$ cat src/rtl/core/arpr_pkg.sv
// Types, constants and codes shared by the relocator modules.
`default_nettype none

package arpr_pkg;

   localparam int MAX_WINDOW_WORDS_DEFAULT = 32;
   localparam int WIN_W       = 7;
   localparam int CSR_INDEX_W = 8;
   localparam int QUEUE_DEPTH = 4;

   localparam logic [CSR_INDEX_W-1:0] CSR_ORIGIN = 8'd0;
   localparam logic [CSR_INDEX_W-1:0] CSR_WINDOW = 8'd1;

   // Rewrite forms handed from the front end to the back end.
   localparam logic [2:0] KIND_PASS  = 3'd0;
   localparam logic [2:0] KIND_CALL  = 3'd1;
   localparam logic [2:0] KIND_JUMP  = 3'd2;
   localparam logic [2:0] KIND_ADDPC = 3'd3;
   localparam logic [2:0] KIND_LOAD  = 3'd4;

   localparam logic [31:0] W_ADD_LR_PC4  = 32'hE28FE004;
   localparam logic [31:0] W_LDR_PC_M4   = 32'hE51FF004;
   localparam logic [31:0] W_PUSH_RS     = 32'hE52D0004;
   localparam logic [31:0] W_LDR_RS_P8   = 32'hE59F0008;
   localparam logic [31:0] W_POP_RS      = 32'hE49D0004;
   localparam logic [31:0] W_ADD_PC_PC0  = 32'hE28FF000;
   localparam logic [31:0] W_LDR_RD_PC   = 32'hE51F0000;

   typedef struct packed {
      logic [31:0] instr_word;
      logic [31:0] literal_word;
   } req_payload_type;

   typedef struct packed {
      logic [31:0] out_word;
      logic        last_word;
   } rsp_payload_type;

   typedef struct packed {
      logic [2:0]  kind;
      logic [31:0] word;
      logic [31:0] value;
      logic        tail;
      logic [31:0] ret_addr;
   } desc_type;

endpackage

`default_nettype wire

$ cat src/rtl/core/arpr_queue.sv
// Short descriptor queue between the classifier and the emitter.
`default_nettype none

module arpr_queue
   import arpr_pkg::*;
(
   input  wire logic     clock,
   input  wire logic     reset,
   input  wire logic     push,
   input  wire desc_type push_data,
   output logic          full,
   input  wire logic     pop,
   output logic          empty,
   output desc_type      head
);

   localparam int PTR_W = (QUEUE_DEPTH > 1) ? $clog2(QUEUE_DEPTH) : 1;
   localparam int CNT_W = $clog2(QUEUE_DEPTH + 1);
   localparam logic [PTR_W-1:0] LAST_PTR = PTR_W'(QUEUE_DEPTH - 1);

   desc_type         entries_ff [QUEUE_DEPTH];
   logic [PTR_W-1:0] wr_ptr_ff, wr_ptr_in;
   logic [PTR_W-1:0] rd_ptr_ff, rd_ptr_in;
   logic [CNT_W-1:0] count_ff, count_in;
   logic             do_push, do_pop;

   assign full    = (count_ff == CNT_W'(QUEUE_DEPTH));
   assign empty   = (count_ff == '0);
   assign head    = entries_ff[rd_ptr_ff];
   assign do_push = push && !full;
   assign do_pop  = pop && !empty;

   always_comb begin
      wr_ptr_in = wr_ptr_ff;
      rd_ptr_in = rd_ptr_ff;
      count_in  = count_ff;
      if (do_push) begin
         wr_ptr_in = (wr_ptr_ff == LAST_PTR) ? '0 : wr_ptr_ff + 1'b1;
      end
      if (do_pop) begin
         rd_ptr_in = (rd_ptr_ff == LAST_PTR) ? '0 : rd_ptr_ff + 1'b1;
      end
      if (do_push && !do_pop) begin
         count_in = count_ff + 1'b1;
      end else if (do_pop && !do_push) begin
         count_in = count_ff - 1'b1;
      end
   end

   always_ff @(posedge clock) begin
      if (reset) begin
         wr_ptr_ff <= '0;
         rd_ptr_ff <= '0;
         count_ff  <= '0;
      end else begin
         wr_ptr_ff <= wr_ptr_in;
         rd_ptr_ff <= rd_ptr_in;
         count_ff  <= count_in;
      end
   end

   always_ff @(posedge clock) begin
      if (do_push) begin
         entries_ff[wr_ptr_ff] <= push_data;
      end
   end

endmodule

`default_nettype wire

$ cat src/rtl/core/arpr_front.sv
// Front end: configuration, window tracking and instruction classification.
`default_nettype none

module arpr_front
   import arpr_pkg::*;
#(
   parameter int MAX_WINDOW_WORDS = MAX_WINDOW_WORDS_DEFAULT
) (
   input  wire logic                   clock,
   input  wire logic                   reset,
   input  wire logic                   req_push,
   input  wire req_payload_type        req_payload,
   input  wire logic                   queue_full,
   output logic                        desc_push,
   output desc_type                    desc,
   input  wire logic                   csr_valid,
   input  wire logic [CSR_INDEX_W-1:0] csr_index,
   input  wire logic [31:0]            csr_data
);

   localparam logic [WIN_W-1:0] MAX_WIN = WIN_W'(MAX_WINDOW_WORDS);

   logic [31:0] origin_ff, origin_in;
   logic [5:0]  window_ff, window_in;
   logic [5:0]  index_ff, index_in;
   logic [31:0] pc_ff, pc_in;

   logic [31:0] w, pc;
   logic        accept;
   logic        is_blx, is_bl, is_b, is_bx, is_branch;
   logic        is_addpc, is_adr_add, is_adr_sub, is_ldr, is_mov;
   logic [63:0] rot_pair;
   logic [31:0] rot_value;
   logic [31:0] branch_off;
   logic [31:0] add_opnd;
   logic        add_cin;
   logic [31:0] sum;
   logic [WIN_W-1:0] win;
   logic [5:0]  index_next;
   logic        tail;
   logic [31:0] ret_addr;

   assign w      = req_payload.instr_word;
   assign pc     = pc_ff;
   assign accept = req_push && !queue_full;

   // Priority decode; the condition field plays no part.
   assign is_blx     = (w[31:25] == 7'b1111101);
   assign is_bl      = !is_blx && (w[27:24] == 4'hB);
   assign is_b       = !is_blx && !is_bl && (w[27:24] == 4'hA);
   assign is_bx      = ((w & 32'h0FF000FF) == 32'h0120001F);
   assign is_branch  = is_blx || is_bl || is_b || is_bx;
   assign is_addpc   = ((w & 32'h0FEF0010) == 32'h008F0000);
   assign is_adr_add = ((w & 32'h0FFF0000) == 32'h028F0000);
   assign is_adr_sub = ((w & 32'h0FFF0000) == 32'h024F0000);
   assign is_ldr     = ((w & 32'h0E5F0000) == 32'h041F0000);
   assign is_mov     = ((w & 32'h0FE00FFF) == 32'h01A0000F);

   // ARM rotated immediate: imm8 rotated right by twice rot4.
   assign rot_pair  = {24'd0, w[7:0], 24'd0, w[7:0]} >> {w[11:8], 1'b0};
   assign rot_value = rot_pair[31:0];

   // The BLX form carries H in bit 1 and marks the Thumb target in bit 0.
   assign branch_off = is_bx ? 32'd0
                     : {{6{w[23]}}, w[23:0], is_blx & w[24], is_blx};

   // One shared adder produces the branch targets and the PC-based values.
   always_comb begin
      add_opnd = 32'd0;
      add_cin  = 1'b0;
      if (is_branch) begin
         add_opnd = branch_off;
      end else if (is_addpc) begin
         add_opnd = 32'd0;
      end else if (is_adr_add) begin
         add_opnd = rot_value;
      end else if (is_adr_sub) begin
         add_opnd = ~rot_value;
         add_cin  = 1'b1;
      end
   end

   assign sum = pc + add_opnd + {31'd0, add_cin};

   always_comb begin
      if (window_ff == 6'd0) begin
         win = WIN_W'(1);
      end else if ({1'b0, window_ff} > MAX_WIN) begin
         win = MAX_WIN;
      end else begin
         win = {1'b0, window_ff};
      end
   end

   assign index_next = index_ff + 6'd1;
   assign tail       = ({1'b0, index_next} >= win);
   assign ret_addr   = origin_ff + {23'd0, win, 2'b00};

   always_comb begin
      desc.word     = w;
      desc.tail     = tail;
      desc.ret_addr = ret_addr;
      desc.value    = sum;
      if (is_blx || is_bl) begin
         desc.kind = KIND_CALL;
      end else if (is_b || is_bx) begin
         desc.kind = KIND_JUMP;
      end else if (is_addpc) begin
         desc.kind = KIND_ADDPC;
      end else if (is_adr_add || is_adr_sub || is_ldr || is_mov) begin
         desc.kind = KIND_LOAD;
         if (is_ldr && !is_adr_add && !is_adr_sub) begin
            desc.value = req_payload.literal_word;
         end
      end else begin
         desc.kind = KIND_PASS;
      end
   end

   assign desc_push = accept;

   // The running PC always holds the PC seen by the next item.
   always_comb begin
      origin_in = origin_ff;
      window_in = window_ff;
      index_in  = index_ff;
      pc_in     = pc_ff;
      if (csr_valid) begin
         case (csr_index)
            CSR_ORIGIN: begin
               origin_in = csr_data;
               index_in  = 6'd0;
               pc_in     = csr_data + 32'd8;
            end
            CSR_WINDOW: begin
               window_in = csr_data[5:0];
               index_in  = 6'd0;
               pc_in     = origin_ff + 32'd8;
            end
            default: begin
            end
         endcase
      end else if (accept) begin
         if (tail) begin
            index_in = 6'd0;
            pc_in    = origin_ff + 32'd8;
         end else begin
            index_in = index_next;
            pc_in    = pc_ff + 32'd4;
         end
      end
   end

   always_ff @(posedge clock) begin
      if (reset) begin
         origin_ff <= 32'd0;
         window_ff <= 6'd2;
         index_ff  <= 6'd0;
         pc_ff     <= 32'd8;
      end else begin
         origin_ff <= origin_in;
         window_ff <= window_in;
         index_ff  <= index_in;
         pc_ff     <= pc_in;
      end
   end

endmodule

`default_nettype wire

$ cat src/rtl/core/arpr_back.sv
// Back end: expands one descriptor into its output words, one per cycle while the receiver pops.
`default_nettype none

module arpr_back
   import arpr_pkg::*;
(
   input  wire logic     clock,
   input  wire logic     reset,
   input  wire logic     desc_valid,
   input  wire desc_type desc,
   output logic          desc_pop,
   output logic          rsp_empty,
   input  wire logic     rsp_pop,
   output rsp_payload_type rsp_payload
);

   logic [2:0]      step_ff, step_in;
   logic            out_valid_ff, out_valid_in;
   rsp_payload_type out_ff;

   logic [3:0]  body_len;
   logic [3:0]  total_len;
   logic        last;
   logic        load;
   logic [3:0]  rs;
   logic [31:0] rs_at_12;
   logic [31:0] word;

   always_comb begin
      case (desc.kind)
         KIND_CALL:  body_len = 4'd3;
         KIND_JUMP:  body_len = 4'd2;
         KIND_ADDPC: body_len = 4'd6;
         KIND_LOAD:  body_len = 4'd3;
         default:    body_len = 4'd1;
      endcase
   end

   assign total_len = body_len + (desc.tail ? 4'd2 : 4'd0);
   assign last      = ({1'b0, step_ff} == total_len - 4'd1);

   // Scratch register for the ADD form: the highest of r12, r11, r10 that
   // is neither Rd nor Rm.
   always_comb begin
      if (desc.word[15:12] != 4'd12 && desc.word[3:0] != 4'd12) begin
         rs = 4'd12;
      end else if (desc.word[15:12] != 4'd11 && desc.word[3:0] != 4'd11) begin
         rs = 4'd11;
      end else begin
         rs = 4'd10;
      end
   end

   assign rs_at_12 = {16'd0, rs, 12'd0};

   always_comb begin
      word = desc.word;
      if ({1'b0, step_ff} < body_len) begin
         case (desc.kind)
            KIND_CALL: begin
               case (step_ff)
                  3'd0:    word = W_ADD_LR_PC4;
                  3'd1:    word = W_LDR_PC_M4;
                  default: word = desc.value;
               endcase
            end
            KIND_JUMP: begin
               word = (step_ff == 3'd0) ? W_LDR_PC_M4 : desc.value;
            end
            KIND_ADDPC: begin
               case (step_ff)
                  3'd0:    word = W_PUSH_RS | rs_at_12;
                  3'd1:    word = W_LDR_RS_P8 | rs_at_12;
                  3'd2:    word = (desc.word & 32'hFFF0FFFF) | {12'd0, rs, 16'd0};
                  3'd3:    word = W_POP_RS | rs_at_12;
                  3'd4:    word = W_ADD_PC_PC0;
                  default: word = desc.value;
               endcase
            end
            KIND_LOAD: begin
               case (step_ff)
                  3'd0:    word = W_LDR_RD_PC | {16'd0, desc.word[15:12], 12'd0};
                  3'd1:    word = W_ADD_PC_PC0;
                  default: word = desc.value;
               endcase
            end
            default: word = desc.word;
         endcase
      end else if ({1'b0, step_ff} == body_len) begin
         word = W_LDR_PC_M4;
      end else begin
         word = desc.ret_addr;
      end
   end

   // The output register takes a new word whenever a descriptor is waiting and the register is free or drained.
   assign load     = desc_valid && (!out_valid_ff || rsp_pop);
   assign desc_pop = load && last;

   always_comb begin
      step_in      = step_ff;
      out_valid_in = out_valid_ff;
      if (load) begin
         step_in      = last ? 3'd0 : step_ff + 3'd1;
         out_valid_in = 1'b1;
      end else if (rsp_pop) begin
         out_valid_in = 1'b0;
      end
   end

   always_ff @(posedge clock) begin
      if (reset) begin
         step_ff      <= 3'd0;
         out_valid_ff <= 1'b0;
      end else begin
         step_ff      <= step_in;
         out_valid_ff <= out_valid_in;
      end
   end

   always_ff @(posedge clock) begin
      if (load) begin
         out_ff.out_word  <= word;
         out_ff.last_word <= last;
      end
   end

   assign rsp_empty   = !out_valid_ff;
   assign rsp_payload = out_ff;

endmodule

`default_nettype wire

$ cat src/rtl/core/arm_pc_relative_relocator.sv
// Top level of the ARM PC-relative instruction relocator.
// Usage: the host pushes one copied instruction word per item on the req_
// queue port (push when full is low), with the loaded word for a literal
// LDR. Relocated words come out on the rsp_ queue port, oldest first; pop
// takes the word shown while empty is low. last_word marks the final word
// that an item produces, including the return jump after the window.
// The csr_ port writes the origin address (index 0) or the window size
// (index 1); csr_ready is always high and a write to either register
// restarts the window.
// An item is written into the descriptor queue; its first word is then
// registered in the output register. The emitter sends one word per cycle
// while the receiver pops, and an item yields 1 to 8 words (1 for a plain
// word, up to 6 for ADD with PC, plus 2 for the last item of a window). A
// four-entry queue lets new items be taken while earlier ones still expand.
// Reset clears the window position, sets the origin to 0 and the window
// to two words, and empties both queues. When the receiver stops popping,
// the current word holds, the queue fills and full rises.
`default_nettype none

module arm_pc_relative_relocator
   import arpr_pkg::*;
#(
   parameter int MAX_WINDOW_WORDS = MAX_WINDOW_WORDS_DEFAULT
) (
   input  wire logic                   clock,
   input  wire logic                   reset,
   input  wire logic                   req_push,
   output logic                        req_full,
   input  wire req_payload_type        req_payload,
   output logic                        rsp_empty,
   input  wire logic                   rsp_pop,
   output rsp_payload_type             rsp_payload,
   input  wire logic                   csr_valid,
   output logic                        csr_ready,
   input  wire logic [CSR_INDEX_W-1:0] csr_index,
   input  wire logic [31:0]            csr_data
);

   desc_type front_desc;
   desc_type head_desc;
   logic     front_push;
   logic     queue_empty;
   logic     queue_pop;

   assign csr_ready = 1'b1;

   arpr_front #(
      .MAX_WINDOW_WORDS(MAX_WINDOW_WORDS)
   ) u_front (
      .clock      (clock),
      .reset      (reset),
      .req_push   (req_push),
      .req_payload(req_payload),
      .queue_full (req_full),
      .desc_push  (front_push),
      .desc       (front_desc),
      .csr_valid  (csr_valid),
      .csr_index  (csr_index),
      .csr_data   (csr_data)
   );

   arpr_queue u_queue (
      .clock    (clock),
      .reset    (reset),
      .push     (front_push),
      .push_data(front_desc),
      .full     (req_full),
      .pop      (queue_pop),
      .empty    (queue_empty),
      .head     (head_desc)
   );

   arpr_back u_back (
      .clock      (clock),
      .reset      (reset),
      .desc_valid (!queue_empty),
      .desc       (head_desc),
      .desc_pop   (queue_pop),
      .rsp_empty  (rsp_empty),
      .rsp_pop    (rsp_pop),
      .rsp_payload(rsp_payload)
   );

endmodule

`default_nettype wire

$ cat config.mk
export PLATFORM = sky130hd
export DESIGN_NAME = arm_pc_relative_relocator
export DESIGN_NICKNAME = d
export VERILOG_FILES = /design/src/rtl/core/arpr_pkg.sv /design/src/rtl/core/arpr_queue.sv /design/src/rtl/core/arpr_front.sv /design/src/rtl/core/arpr_back.sv /design/src/rtl/core/arm_pc_relative_relocator.sv
export SDC_FILE = /design/constraint.sdc
export NUM_CORES = 1
export LEC_CHECK = 0
export BUFFER_PORTS_ARGS = -buffer_cell sky130_fd_sc_hd__buf_2
export CELL_PAD_IN_SITES_DETAIL_PLACEMENT = 0
export CELL_PAD_IN_SITES_GLOBAL_PLACEMENT = 1
export CORE_MARGIN = 3
export CORE_UTILIZATION = 35
export CTS_BUF_LIST = sky130_fd_sc_hd__clkbuf_8
export CTS_CLUSTER_SIZE = 10
export DETAILED_ROUTE_END_ITERATION = 10
export PLACE_DENSITY_LB_ADDON = 0.1
export SLEW_MARGIN = 10
export SYNTH_ARGS = -nofsm -noshare
export SYNTH_HDL_FRONTEND = slang
export SYNTH_HIERARCHICAL = 1
export SYNTH_SLANG_ARGS = --single-unit
export TNS_END_PERCENT = 20
$ cat constraint.sdc
create_clock -name clock -period 9 [get_ports clock]
set_input_delay 0.45 -clock clock [delete_from_list [all_inputs] [get_ports clock]]
set_output_delay 0.45 -clock clock [all_outputs]
set_load 0.01 [all_outputs]
==> run summary <==
Avg Inst Size Synth - 12.0 sq um
core area - 77700 sq um
placed cell count - 3321
Yosys cell types - 112
post-CTS resize count - 0
Synth Cell Area - 27600 sq um
Tot Pwr - 7.95 mW
critical path arrival - 5650 ps
fin util - 0.395
nature of the critical path endpoint - flop
Clock Latency Late Sink - 690 ps
Die ar. - 82200 sq um
Vias - 19400
Fmax achieved - 199 MHz
reg-to-reg slack, setup - 3970 ps
Post-Route WL - 91800 um
# IOs - 145
Syn Inst Count - 2289
Crit Path Category - reg -> reg
status - completed
Max-Slew Margin vs Limit - 0.222
largest net degree at the start of global routing - 80
Post-DRT Antenna Nets - 0
ys async rst share - 0
drt drc - 0
gr usage total - 0.221
CTS root buffer - clkbuf_8
PortBufs - 143
CTS sink count - 522
post-synthesis register bit count - 522
top post-synthesis cells by area - edfxtp_1 47%, mux4_2 8.2%, dfxtp_1 6.5%, nand2_1 3.4%, ha_1 2.9%
number of antenna violations at the first check in global routing - 6
net total in the final layout - 2564
Worst-Margin Slew - 1150 ps
Reg-to-Reg End - u_queue/count_ff[2]
most used flip-flop cell after synthesis - edfxtp_1
Register Area - 14800 sq um
sequential fraction of the synthesis area - 0.536
post-route setup TNS - 0 ps
cell depth of the worst flop-to-flop path - 16
Final Cycle Share - 0.559
Area growth syn-to-layout - 11.5%
std cell rows - 102
post-synthesis net count - 2466
crit start category - flop
final setup fails - 0
Chip Height - 287 um
power per cell area - 259 nW/um^2
Pins Over Slew Limit - 0
Multi-input gate area - 11600 sq um
Clk pin slew, worst setup/hold paths - 70 ps
DIE WIDTH - 287 um
Synth top area share - 0.472
Routed wire per std cell - 26.2 um
Area after DPL - 28800 sq um
number of enable flip-flop cells after synthesis - 433
crit-path max FO - 24
CTS tree - done
Max rail drop VDD - 0.121 mV
Post-CTS Setup Repair Bufs - 0
Final min period - 5030 ps
Largest stage delay, worst path - 820 ps
Fill cells - 7488
clock skew - 41.9 ps
setup slack after layout - 3970 ps
HP Class - in -> reg
Vias/cell - 5.52
Starting Density - 0.355
Worst Hold Depth - 3
Final Hold Viols - 0
Max Cap Violations - 0
dominant cell type by area after synthesis - edfxtp_1
RSZ-0062 raised after global routing - no
Final Wtd Congestion - 0.937
Syn. warnings - 6
design area - 30700 sq um
Hold Crit Endpoint - u_front/origin_ff[20]
critical path required time - 9630 ps
final hold slack - 59.6 ps
vias in the first global route - 19300
most common library cells after synthesis - 433 x edfxtp_1, 252 x nand2_1, 150 x nor2_1
DP Wirelength - 66400 um
global-route wire length before repair - 133000 um
post-cts hold buffer count - 12
Initial DRC Count - 1821
non-filler cells, final - 3509
Lkg Pwr - 11.0 nW
cts bufs inserted - 92
grt total ovfl - 0
CP most frequent cell - ha_1
Longest Clk Path Bufs - 3
Hold Path Origin - csr_data[20]
slowest CP cell - mux4_2
dpl ws - 3940 ps
crit-path cells - mux4_2 > or3_1 > and2_1 > xnor2_1 > ha_1 > ha_1 > xor2_1 > nor3_1 > and3_4 > o31ai_2 > ha_1 > inv_1 > fa_1 > xor2_1 > or3_2 > a21oi_1
layout cells sized above 1 - 0.188
most frequent cell after synthesis - edfxtp_1
H-tree levels - 3
DR pass1 iterations - 7
power breakdown:
part | total, mW | switching, mW | internal, mW
Sequential | 3.28 | 0.154 | 3.12
Clock | 2.17 | 1.01 | 1.16
Combinational | 2.51 | 1.62 | 0.886
state kept, by name, summed over array words and instances (netlist names), named ones only:
register	cells
u_queue/rd_ptr_ff	2
u_front/index_ff	6
u_front/origin_ff	32
u_back/out_valid_ff	1
u_back/step_ff	3
u_front/window_ff	6
u_queue/wr_ptr_ff	2
u_back/rsp_payload	33
u_front/pc	32
u_queue/count_ff	3
u_queue/entries_ff	400
layout make-up:
cell class	count	share of cell area
flip-flops and latches	522	0.481
multi-input cells	1544	0.377
clock buffers	95	0.0425
well taps	1040	0.0423
repair buffers	177	0.0331
clock inverters	75	0.0168
inverters	50	0.00627
diodes	6	0.000489
kinds of logic after synthesis:
logic type / Yosys count / synth area share
fa+ha+maj: 68 / 0.0319
buf+inv: 223 / 0.0443
compound gates: 450 / 0.108
mux: 144 / 0.0977
other cells: 1 / 0.000136
simple gates: 752 / 0.141
xor+xnor: 129 / 0.0410
flops: 522 / 0.536
worst max-delay path: cells and delay by family (launching register included):
| family | cells | cell delay (ps) |
|---|---|---|
| buffers and inverters | 1 | 60 |
| AO/OA/AOI/OAI | 2 | 250 |
| multiplexers | 1 | 820 |
| flip-flops | 1 | 660 |
| adder cells (fa/ha/maj) | 4 | 1140 |
| XOR/XNOR | 3 | 520 |
| AND/OR/NAND/NOR | 5 | 1490 |
worst max path at each step:
stage                     slack (ps)  depth (start not counted)                  end
final                           3970                         16  u_queue/count_ff[2]
after global routing            3680                         16  u_queue/count_ff[2]
after CTS                       3950                         16  u_queue/count_ff[2]
after detailed placement        3940                         16  u_queue/count_ff[2]
after global placement          4020                         16  u_queue/count_ff[2]
after floorplan                 4370                         20  u_queue/count_ff[2]
cells in the final DEF, fill, tap and decap left out, types with 63 or more instances in the layout:
| cell | count |
|---|---|
| nor2_1 | 148 |
| o21ai_0 | 82 |
| dfxtp_1 | 87 |
| mux4_2 | 100 |
| xnor2_1 | 63 |
| clkbuf_8 | 95 |
| inv_1 | 80 |
| nand3_1 | 70 |
| edfxtp_1 | 433 |
| ha_1 | 64 |
| nand2_1 | 252 |
| buf_2 | 142 |
| xor2_1 | 66 |
| a21oi_1 | 147 |
per-layer routing:
layer  track usage  share of wire
met5             0        0.00014
met3        0.0326          0.051
met1         0.300           0.44
met2         0.369           0.48
met4        0.0619          0.027
Note: power is estimated with default switching activity, not from simulation.
